`src/sv/acte_pkg.sv`:
```
// Shared types, codes and BCD helper functions for the alarm clock timer engine.
`default_nettype none

package acte_pkg;

    // Command codes carried by an input word.
    typedef enum logic [1:0] {
        CMD_TENTH = 2'd0,
        CMD_ALERT = 2'd1,
        CMD_LOAD  = 2'd2
    } t_cmd;

    // Destinations of a load command.
    typedef enum logic [2:0] {
        TGT_CLOCK  = 3'd0,
        TGT_SECS   = 3'd1,
        TGT_ALARM1 = 3'd2,
        TGT_ALARM2 = 3'd3,
        TGT_TIMER1 = 3'd4,
        TGT_TIMER2 = 3'd5
    } t_target;

    // Alert waveform selection.
    typedef enum logic [1:0] {
        WAVE_SINE     = 2'd0,
        WAVE_TRIANGLE = 2'd1,
        WAVE_SQUARE   = 2'd2,
        WAVE_SILENT   = 2'd3
    } t_wave;

    // Tone of the last alert raised.
    typedef enum logic [1:0] {
        TONE_ALARM1 = 2'd0,
        TONE_ALARM2 = 2'd1,
        TONE_TIMER1 = 2'd2,
        TONE_TIMER2 = 2'd3
    } t_tone;

    localparam int unsigned NUM_ALARMS = 2;
    localparam int unsigned NUM_TIMERS = 2;

    // Tenth ticks per timer second, and alert lengths in alert ticks.
    localparam logic [7:0] PRESC_LIMIT      = 8'd10;
    localparam logic [3:0] ALARM_ALERT_SECS = 4'd10;
    localparam logic [3:0] TIMER_ALERT_SECS = 4'd5;

    // Next state of one countdown timer after a tenth tick.
    typedef struct packed {
        logic [15:0] count;
        logic [7:0]  presc;
        logic        expired;
    } t_cd_next;

    // Clamp each of four BCD digits to at most nine.
    function automatic logic [15:0] clamp_digits(input logic [15:0] v);
        logic [15:0] r;
        r = v;
        for (int k = 0; k < 4; k++) begin
            if (v[4*k +: 4] > 4'd9) begin
                r[4*k +: 4] = 4'd9;
            end
        end
        return r;
    endfunction

    // Hours of 24 or more wrap to 00; minutes are kept.
    function automatic logic [15:0] fix_hours(input logic [15:0] v);
        logic [15:0] r;
        r = v;
        if (v[15:12] > 4'd2 || (v[15:12] == 4'd2 && v[11:8] >= 4'd4)) begin
            r = {8'h00, v[7:0]};
        end
        return r;
    endfunction

endpackage

`default_nettype wire

```
`src/sv/acte_countdown.sv`:
```
// One MM:SS countdown timer with its free-running prescaler.
`default_nettype none

module acte_countdown
    import acte_pkg::*;
(
    input  wire logic [15:0] i_count,
    input  wire logic [7:0]  i_presc,
    output t_cd_next         o_next
);

    logic [7:0]  presc_inc;
    logic [15:0] dec;

    assign presc_inc = i_presc + 8'd1;

    // BCD decrement of MMSS; seconds tens wrap to five.
    always_comb begin
        dec = i_count;
        if (i_count[3:0] != 4'd0) begin
            dec[3:0] = i_count[3:0] - 4'd1;
        end else begin
            dec[3:0] = 4'd9;
            if (i_count[7:4] != 4'd0) begin
                dec[7:4] = i_count[7:4] - 4'd1;
            end else begin
                dec[7:4] = 4'd5;
                if (i_count[11:8] != 4'd0) begin
                    dec[11:8] = i_count[11:8] - 4'd1;
                end else begin
                    dec[11:8] = 4'd9;
                    if (i_count[15:12] != 4'd0) begin
                        dec[15:12] = i_count[15:12] - 4'd1;
                    end
                end
            end
        end
    end

    always_comb begin
        o_next.count   = i_count;
        o_next.presc   = presc_inc;
        o_next.expired = 1'b0;
        if (i_count != 16'd0) begin
            if (presc_inc >= PRESC_LIMIT) begin
                o_next.presc = 8'd0;
                o_next.count = dec;
            end
            o_next.expired = (o_next.count == 16'd0);
        end
    end

endmodule

`default_nettype wire

```
`src/sv/alarm_clock_timer_engine.sv`:
```
// Top level of the alarm clock timer engine: handshake, state and step logic.
//
//   channel  | direction | handshake            | payload
//   ---------+-----------+----------------------+---------------------------------------
//   command  | in        | i_valid / o_stall    | i_cmd, i_alarm1_on, i_alarm2_on,
//            |           |                      | i_load_target, i_load_digits
//   status   | out       | o_valid / i_stall    | o_clock_hhmm, o_clock_sec, o_timer1_left,
//            |           |                      | o_timer2_left, o_wave_select, o_tone_code
//
// A word waits in the input register until the step stage advances and applies it to the
// state, whose registers then show its status word. One word per cycle is sustained while
// the output is not stalled; the limit is the single step stage between the input register
// and the state. The state registers double as the status register: they change only when a
// status word is loaded, so the status payload holds while the output is stalled.
// The input register keeps accepting while the output is stalled until it holds a word;
// o_stall then rises. Reset is synchronous, active low, and needs no clearing pass.
`default_nettype none

module alarm_clock_timer_engine
    import acte_pkg::*;
(
    input  wire logic        i_clk,
    input  wire logic        i_rst_n,
    input  wire logic        i_valid,
    output logic             o_stall,
    input  wire logic [1:0]  i_cmd,
    input  wire logic        i_alarm1_on,
    input  wire logic        i_alarm2_on,
    input  wire logic [2:0]  i_load_target,
    input  wire logic [15:0] i_load_digits,
    output logic             o_valid,
    input  wire logic        i_stall,
    output logic [15:0]      o_clock_hhmm,
    output logic [11:0]      o_clock_sec,
    output logic [15:0]      o_timer1_left,
    output logic [15:0]      o_timer2_left,
    output logic [1:0]       o_wave_select,
    output logic [1:0]       o_tone_code
);

    // Input register.
    logic        r_in_vld;
    logic [1:0]  r_in_cmd;
    logic        r_in_on1;
    logic        r_in_on2;
    logic [2:0]  r_in_target;
    logic [15:0] r_in_digits;

    // Engine state, also shown as the status word.
    logic                  r_out_vld;
    logic [15:0]           r_hhmm,   n_hhmm;
    logic [7:0]            r_sec,    n_sec;
    logic [3:0]            r_tenths, n_tenths;
    logic [15:0]           r_alarm  [NUM_ALARMS];
    logic [15:0]           n_alarm  [NUM_ALARMS];
    logic [15:0]           r_count  [NUM_TIMERS];
    logic [15:0]           n_count  [NUM_TIMERS];
    logic [7:0]            r_presc  [NUM_TIMERS];
    logic [7:0]            n_presc  [NUM_TIMERS];
    t_wave                 r_wave,   n_wave;
    t_tone                 r_tone,   n_tone;
    logic [3:0]            r_alert_secs, n_alert_secs;
    logic [NUM_ALARMS-1:0] r_muted,  n_muted;

    logic        advance;
    logic        take_in;
    logic [15:0] load_val;
    logic [3:0]  su, st, mu, mt, hu, ht;
    t_cd_next    cd_next [NUM_TIMERS];

    // The step stage moves when the status register is empty or being taken.
    assign advance = !r_out_vld || !i_stall;
    assign o_stall = r_in_vld && !advance;
    assign take_in = i_valid && !o_stall;

    always_ff @(posedge i_clk) begin
        if (!i_rst_n) begin
            r_in_vld <= 1'b0;
        end else if (take_in) begin
            r_in_vld <= 1'b1;
        end else if (advance) begin
            r_in_vld <= 1'b0;
        end
    end

    always_ff @(posedge i_clk) begin
        if (take_in) begin
            r_in_cmd    <= i_cmd;
            r_in_on1    <= i_alarm1_on;
            r_in_on2    <= i_alarm2_on;
            r_in_target <= i_load_target;
            r_in_digits <= i_load_digits;
        end
    end

    for (genvar k = 0; k < NUM_TIMERS; k++) begin : g_timer
        acte_countdown u_countdown (
            .i_count (r_count[k]),
            .i_presc (r_presc[k]),
            .o_next  (cd_next[k])
        );
    end

    assign load_val = clamp_digits(r_in_digits);

    always_comb begin
        n_hhmm       = r_hhmm;
        n_sec        = r_sec;
        n_tenths     = r_tenths;
        n_alarm      = r_alarm;
        n_count      = r_count;
        n_presc      = r_presc;
        n_wave       = r_wave;
        n_tone       = r_tone;
        n_alert_secs = r_alert_secs;
        n_muted      = r_muted;
        su = r_sec[3:0];
        st = r_sec[7:4];
        mu = r_hhmm[3:0];
        mt = r_hhmm[7:4];
        hu = r_hhmm[11:8];
        ht = r_hhmm[15:12];

        case (r_in_cmd)
            CMD_TENTH: begin
                // Alarms compare against the clock before it advances; alarm 2 wins
                // over alarm 1, and the timers below win over both.
                if (r_hhmm == r_alarm[0] && r_in_on1 && !r_muted[0]) begin
                    n_wave = WAVE_TRIANGLE;
                    n_tone = TONE_ALARM1;
                end
                if (r_hhmm == r_alarm[1] && r_in_on2 && !r_muted[1]) begin
                    n_wave = WAVE_SQUARE;
                    n_tone = TONE_ALARM2;
                end

                // Clock advance with BCD carries through seconds, minutes and hours.
                n_tenths = r_tenths + 4'd1;
                if (r_tenths >= 4'd9) begin
                    n_tenths = 4'd0;
                    su = r_sec[3:0] + 4'd1;
                    if (su > 4'd9) begin
                        su = 4'd0;
                        st = r_sec[7:4] + 4'd1;
                        if (st > 4'd5) begin
                            // A minute rollover also lifts the alarm mutes.
                            st      = 4'd0;
                            n_muted = '0;
                            mu      = r_hhmm[3:0] + 4'd1;
                            if (mu > 4'd9) begin
                                mu = 4'd0;
                                mt = r_hhmm[7:4] + 4'd1;
                                if (mt > 4'd5) begin
                                    mt = 4'd0;
                                    hu = r_hhmm[11:8] + 4'd1;
                                    if (hu > 4'd9) begin
                                        hu = 4'd0;
                                        ht = r_hhmm[15:12] + 4'd1;
                                    end
                                end
                            end
                            n_hhmm = fix_hours({ht, hu, mt, mu});
                        end
                    end
                    n_sec = {st, su};
                end

                // Prescalers run on every tenth tick; timer 2 is checked last.
                for (int k = 0; k < NUM_TIMERS; k++) begin
                    n_presc[k] = cd_next[k].presc;
                    n_count[k] = cd_next[k].count;
                end
                if (cd_next[0].expired) begin
                    n_wave = WAVE_SINE;
                    n_tone = TONE_TIMER1;
                end
                if (cd_next[1].expired) begin
                    n_wave = WAVE_SINE;
                    n_tone = TONE_TIMER2;
                end
            end
            CMD_ALERT: begin
                // The alert second count runs only while an alert sounds and is not
                // cleared when a new alert starts.
                case (r_wave)
                    WAVE_TRIANGLE, WAVE_SQUARE: begin
                        n_alert_secs = r_alert_secs + 4'd1;
                        if (n_alert_secs >= ALARM_ALERT_SECS) begin
                            n_alert_secs = 4'd0;
                            n_wave       = WAVE_SILENT;
                            if (r_wave == WAVE_TRIANGLE) begin
                                n_muted[0] = 1'b1;
                            end else begin
                                n_muted[1] = 1'b1;
                            end
                        end
                    end
                    WAVE_SINE: begin
                        n_alert_secs = r_alert_secs + 4'd1;
                        if (n_alert_secs >= TIMER_ALERT_SECS) begin
                            n_alert_secs = 4'd0;
                            n_wave       = WAVE_SILENT;
                        end
                    end
                    default: begin
                    end
                endcase
            end
            CMD_LOAD: begin
                case (r_in_target)
                    TGT_CLOCK:  n_hhmm     = fix_hours(load_val);
                    TGT_SECS:   n_sec      = load_val[15:8];
                    TGT_ALARM1: n_alarm[0] = load_val;
                    TGT_ALARM2: n_alarm[1] = load_val;
                    TGT_TIMER1: n_count[0] = load_val;
                    TGT_TIMER2: n_count[1] = load_val;
                    default: begin
                    end
                endcase
            end
            default: begin
            end
        endcase
    end

    always_ff @(posedge i_clk) begin
        if (!i_rst_n) begin
            r_out_vld    <= 1'b0;
            r_hhmm       <= '0;
            r_sec        <= '0;
            r_tenths     <= '0;
            r_alarm      <= '{default: '0};
            r_count      <= '{default: '0};
            r_presc      <= '{default: '0};
            r_wave       <= WAVE_SILENT;
            r_tone       <= TONE_ALARM1;
            r_alert_secs <= '0;
            r_muted      <= '0;
        end else if (advance) begin
            r_out_vld <= r_in_vld;
            if (r_in_vld) begin
                r_hhmm       <= n_hhmm;
                r_sec        <= n_sec;
                r_tenths     <= n_tenths;
                r_alarm      <= n_alarm;
                r_count      <= n_count;
                r_presc      <= n_presc;
                r_wave       <= n_wave;
                r_tone       <= n_tone;
                r_alert_secs <= n_alert_secs;
                r_muted      <= n_muted;
            end
        end
    end

    assign o_valid       = r_out_vld;
    assign o_clock_hhmm  = r_hhmm;
    assign o_clock_sec   = {r_sec, r_tenths};
    assign o_timer1_left = r_count[0];
    assign o_timer2_left = r_count[1];
    assign o_wave_select = r_wave;
    assign o_tone_code   = r_tone;

endmodule

`default_nettype wire
```
`config.mk`:
```
export PLATFORM = sky130hd
export DESIGN_NAME = alarm_clock_timer_engine
export DESIGN_NICKNAME = d
export VERILOG_FILES = /design/src/sv/acte_pkg.sv /design/src/sv/acte_countdown.sv /design/src/sv/alarm_clock_timer_engine.sv
export SDC_FILE = /design/constraint.sdc
export NUM_CORES = 1
export LEC_CHECK = 0
export ABC_AREA = 1
export ABC_CLOCK_PERIOD_IN_PS = 3200
export BUFFER_PORTS_ARGS = -buffer_cell sky130_fd_sc_hd__buf_2
export CORE_ASPECT_RATIO = 1.4
export CORE_UTILIZATION = 60
export DETAILED_ROUTE_END_ITERATION = 8
export PLACE_DENSITY = 0.86
export SKIP_LAST_GASP = 1
export SYNTH_ARGS = -nofsm -noshare
export SYNTH_HDL_FRONTEND = slang
export SYNTH_HIERARCHICAL = 1
export SYNTH_SLANG_ARGS = --single-unit
export TNS_END_PERCENT = 50
```
`constraint.sdc`:
```
create_clock -name i_clk -period 3.2 [get_ports i_clk]
set_input_delay 0.16 -clock i_clk [delete_from_list [all_inputs] [get_ports i_clk]]
set_output_delay 0.16 -clock i_clk [all_outputs]
set_load 0.01 [all_outputs]
```
* Word-level counts from Yosys, hierarchy flattened
Index checks and enable logic that the tools add are counted.
** Cells by class
- $add $sub $neg :: 18
- $mul :: 0
- Divide/modulo/power cells :: 0
- $lt $le $gt $ge :: 18
- Equal/unequal tests :: 30
- Shift-type cells :: 0
- Muxes and demuxes :: 83
- Bitwise gates (word level) :: 0
- Reductions and logical operators :: 51
** Operators with widths (number)
- 2-to-1 mux 4 bit :: 37
- 2-to-1 mux 16 bit :: 8
- 2-to-1 mux 24 bit :: 4
- one-hot mux 32 bit (2 select lines) :: 1
- 2-to-1 mux 25 bit :: 2
- nonzero test 4 bit :: 9
- adder 4 x 1 -> 4 bit, second input constant :: 8
- == test 16 bit :: 2
- zero test 16 bit :: 2
- 2-to-1 mux 8 bit :: 4
- one-hot mux 16 bit (2 select lines) :: 1
- nonzero test 16 bit :: 2
- subtractor 4 x 1 -> 4 bit, second input constant :: 8
- 2-to-1 mux 2 bit :: 15
- greater-than comparator 4 bit, second input constant :: 7
- 2-to-1 mux 12 bit :: 2
- AND reduction 9 bit :: 2
- adder 8 x 1 -> 8 bit, second input constant :: 2
- >= comparator 8 x 4 -> 1 bit, second input constant :: 2
- one-hot mux 8 bit (2 select lines) :: 1
- AND reduction 4 bit :: 4
- AND reduction 5 bit :: 3
- inequality test 2 bit, second input constant :: 7
- AND reduction 7 bit :: 2
- 26 further kinds :: 65
** Word-level totals
- Flip-flop bits (word level) :: 143
- Bits in latches :: 0
- Bits in writable memories :: 0
- Bits in read-only memories :: 0
- Input bits :: 27
- Output and inout bits :: 66
- Word-level logic and storage cells :: 222
- Memories :: 0

* Longest topological paths before layout
- Depth in word-level cells :: 17
- Gate-level depth with buffers :: 23
- Gate-level depth less buffers :: 22

* Cells and area by module
Netlist, hierarchy kept.
** Modules (own cells, without submodules)
- alarm_clock_timer_engine :: instances 1, cells an instance 905, area an instance 6920.4 µm², seq. area each 3093.0 µm²
- acte_countdown :: instances 2, cells an instance 210, area an instance 999.7 µm², seq. area each 0.0 µm²

* Least setup slack after synthesis
Ideal clock, no wire load.
- Path kind :: register to register
- Start :: reg r_presc[0] (netlist name)
- End :: reg r_tone[0], in the netlist o_tone_code[0]
- Library setup time :: 0.117 ns
- Arrival time :: 2.247 ns
- Data required time :: 3.083 ns
- Slack :: 0.837 ns
- Stages on the path, launching flop included :: 19
- Period minus slack after synthesis :: 2.363 ns
- Cells stage by stage :: dfxtp_1 -> ha_1 -> nand3_1 -> o21ai_2 -> nand2_1 -> nor2_4 -> nand2_2 -> buf_6 -> nand3_2 -> nand2_1 -> and2_4 -> nor2_1 -> nand2_1 -> nor2_1 -> nor2_1 -> nand3_1 -> nand2_1 -> nor3_1 -> nor2_1
** RTL lines
- start: declaration :: RTL line alarm_clock_timer_engine.sv:58 : logic [7:0] r_presc [NUM_TIMERS];
- start signal: assignment :: RTL line alarm_clock_timer_engine.sv:247 : r_presc <= n_presc;
- end signal: assignment :: RTL line alarm_clock_timer_engine.sv:249 : r_tone <= n_tone;
- end: declaration :: RTL line alarm_clock_timer_engine.sv:61 : t_tone r_tone, n_tone;

==> metrics <==
hold path startpoint=i_valid; outcome=complete, no violations; Overflow after GRT=0; H-tree level count=4; critical path fanouts, max=20; Initial Utilization=between 60% and 70%; Post-synth top cells=304 x nand2_1, 163 x nor2_1, 143 x inv_1; VDD IR max=0.348 mV; Final Slew Violations=0; Net Count, Synth=1378; sequential fraction of the synthesis area=roughly a third; Yosys warnings=6; NumNets Final=about 1500; RSZ-0062 raised after global routing=no; ranking of synthesized cells by area=dfxtp_1 27%, nand2_1 13%, edfxtp_1 7.7%, o21ai_0 7.4%, nor2_1 6.9%; Reg area=3090 µm²; Inserted Diodes=0; power per cell area=471 nW/µm²; CP arrival=around 3100 ps; largest net degree at the start of global routing=90; Post-Syn Area=8920 µm²; Synth Instances=1325; CP Class=reg2reg; EDFF count, synth=23; crit-path most repeated cell=nand2_1; mean number of vias per cell=5.70; gr usage total=approximately a third; DRT Pass-1 Iters=6; count leader, synth=nand2_1; Largest stage delay, worst path=roughly 410 ps; Final Non-Filler Cells=1623; post-synthesis cell type count=51; Seq cells post-synth=143; Worst-Margin Slew=877 ps; CTS Buffer Depth=2; slew margin rel.=41.4%; type of origin of the critical path=flop; die height=around 150 µm; prevailing post-synth register cell=dfxtp_1; CTS tree=yes; share of the synthesized area in the top cell type=a little over a quarter; first-pass GRT wire length=40500 µm; Worst setup EP type=flop; Final period util=89.0%; total routed wirelength=25100 µm; Max Freq=about 350 MHz; Die ar.=15400 µm²; Synth-to-Final Area Change=15.6%; Final Core Density=71.0%; drt wl/cell=roughly 15 µm; vias in the first global route=8453; Final Hold Vio Count=0; io pins=between 90 and 100; post-synthesis async set-or-reset flop share=0%; Avg Inst Size Synth=between 6 and 7 µm²; CP max stage cell=dfxtp_1; # setup viols final=0; drt first-iter violations=842; post-CTS setup buffer count=0; post-route cell area=10300 µm²; Hold WC Path Type=in2reg; Final min period=~2800 ps; setup_tns=0 ps; r2r startpoint=r_presc[8]; Yosys top cell by area=dfxtp_1; ANT nets after route=0; WP buf/inv=0; IO Port Bufs=92; via count=~9300; Core Rows=52; crit-path cells=ha_1 > nand3_1 > o21ai_2 > nand2_1 > nor2_4 > nand2_4 > nand2_2 > nand2_1 > nand2_1 > nand2_1 > nor2_1 > nand3_1 > nor2_1 > nor2_1 > nand4_1 > nand2_1 > nand2_1 > nand3_1; max-cap violation count=0; share of cells above drive strength 1=15.3%; number of buffers created by CTS=17; core area=14500 µm²; DP Cell Count=between 1500 and 2000; register-to-register setup slack=350 ps; clk_skew=9.21 ps; WHS=23.8 ps; worst skew pair latency=420 ps; placed inst area=9440 µm²; fill count=1217; multi-input logic area=4990 µm²; clock sink total=143; kind of cell adding the most delay to the critical path=simple AND/OR/NAND/NOR gates; CTS Root Cell=clkbuf_16; leak pwr=0.00471 µW; HPWL after detailed placement=17700 µm; die width=105 µm; initial antenna violation count=0; routability cong.=0.942; Critical Path Source=r_presc[8]; Critical Path RT=roughly 3500 ps; Reg clk slew, reported paths=60 ps; Remaining DRCs=0
==> kinds of logic (layout without fill, tap and decap cells) <==
logic type,count (synthesis),in the layout,share of synthesized area (%)
simple gates,630,630,31.5
xor+xnor,21,21,2.15
buf+inv,209,318,9.54
flops,143,143,34.7
compound gates,296,296,18.5
fa+ha+maj,26,26,3.65
==> timing repair <==
action	4_1_cts	5_1_grt
setup endpoints to repair	0	3
hold buffers	23	0
endpoints found under the hold margin	23	0
resized for setup	0	2
==> layout by cell type (no fill, tap or decap), types with 3 or more instances in the layout <==
| master | n |
|---|---|
| nand2_1 | 304 |
| nor2_1 | 163 |
| inv_1 | 143 |
| o21ai_0 | 132 |
| dfxtp_1 | 120 |
| buf_2 | 92 |
| a21oi_1 | 78 |
| nand3_1 | 64 |
| a31oi_1 | 39 |
| ha_1 | 26 |
| nand4_1 | 23 |
| dlygate4sd3_1 | 23 |
| edfxtp_1 | 23 |
| nand2_2 | 19 |
| clkbuf_16 | 17 |
| inv_2 | 16 |
| nor3_1 | 16 |
| xor2_1 | 14 |
| nor2_2 | 11 |
| o21ai_1 | 11 |
| nor2_4 | 9 |
| a21oi_2 | 7 |
| buf_4 | 7 |
| xnor2_1 | 6 |
| o21ai_2 | 6 |
| o22ai_1 | 4 |
| o31ai_1 | 4 |
| bufinv_16 | 4 |
| nand3_2 | 4 |
| o211ai_1 | 3 |
| a21boi_0 | 3 |
| nand3b_1 | 3 |
| clkinv_1 | 3 |
| nand2_4 | 3 |
| clkinv_2 | 3 |
==> worst reg2reg max path, stage by stage (launching register included) <==
cell and delay [ps]:
dfxtp_1 410, ha_1 240, nand3_1 160, o21ai_2 180
nand2_1 110, nor2_4 190, nand2_4 190, nand2_2 130
nand2_1 60, nand2_1 90, nand2_1 80, nor2_1 90
nand3_1 70, nor2_1 230, nor2_1 120, nand4_1 150
nand2_1 80, nand2_1 70, nand3_1 70
==> state kept, by name (all words and copies together) (netlist names), 2 cells and up <==
register       cells
o_timer2_left     16
r_alert_secs       4
r_tenths           4
r_in_cmd           2
r_in_target        3
r_sec              8
r_presc           16
o_tone_code        2
r_in_digits       16
o_timer1_left     16
r_muted            2
o_wave_select      2
o_clock_hhmm      16
r_alarm           32
==> power by group <==
group	leakage, µW	internal, µW	switching [µW]	total [µW]
logic	0.00321	260	525	785
registers	0.00120	1890	72.5	1960
clock network	0.000304	1330	784	2110
==> path summary, 6_finish.rpt <==
kind                      endpoint  depth (start not counted)
setup / recovery  o_wave_select[1]                         18
hold / removal            r_in_vld                          3
setup reg to reg  o_wave_select[1]                         18
hold reg to reg        r_alarm[10]                          2
==> through the flow <==
step / power, µW / setup WS, ps
after CTS: 4850 / 279
after global placement: 2730 / 426
after floorplan: 2550 / 837
final: 4860 / 350
after detailed placement: 2740 / 271
after global routing: 5040 / 76.1
==> routing by layer <==
layer / global-route usage, % / wire (µm) / vias to the layer above
li1: - / - / 4544
met4: 21.1 / 1540 / 0
met3: 5.36 / 2030 / 106
met1: 39.3 / 9730 / 4159
met2: 55.8 / 11800 / 443
met5: 0 / 0 / -
==> area by class of cell <==
| class | instances | area share, % |
|---|---|---|
| Multi-Input combinational cell | 973 | 48.4 |
| Sequential cell | 143 | 30.0 |
| Timing Repair Buffer | 122 | 7.21 |
| Inverter | 164 | 6.02 |
| Clock buffer | 19 | 4.30 |
| Tap cell | 189 | 2.29 |
| Clock inverter | 13 | 1.80 |
No activity file was read; power rests on OpenSTA's default activity.
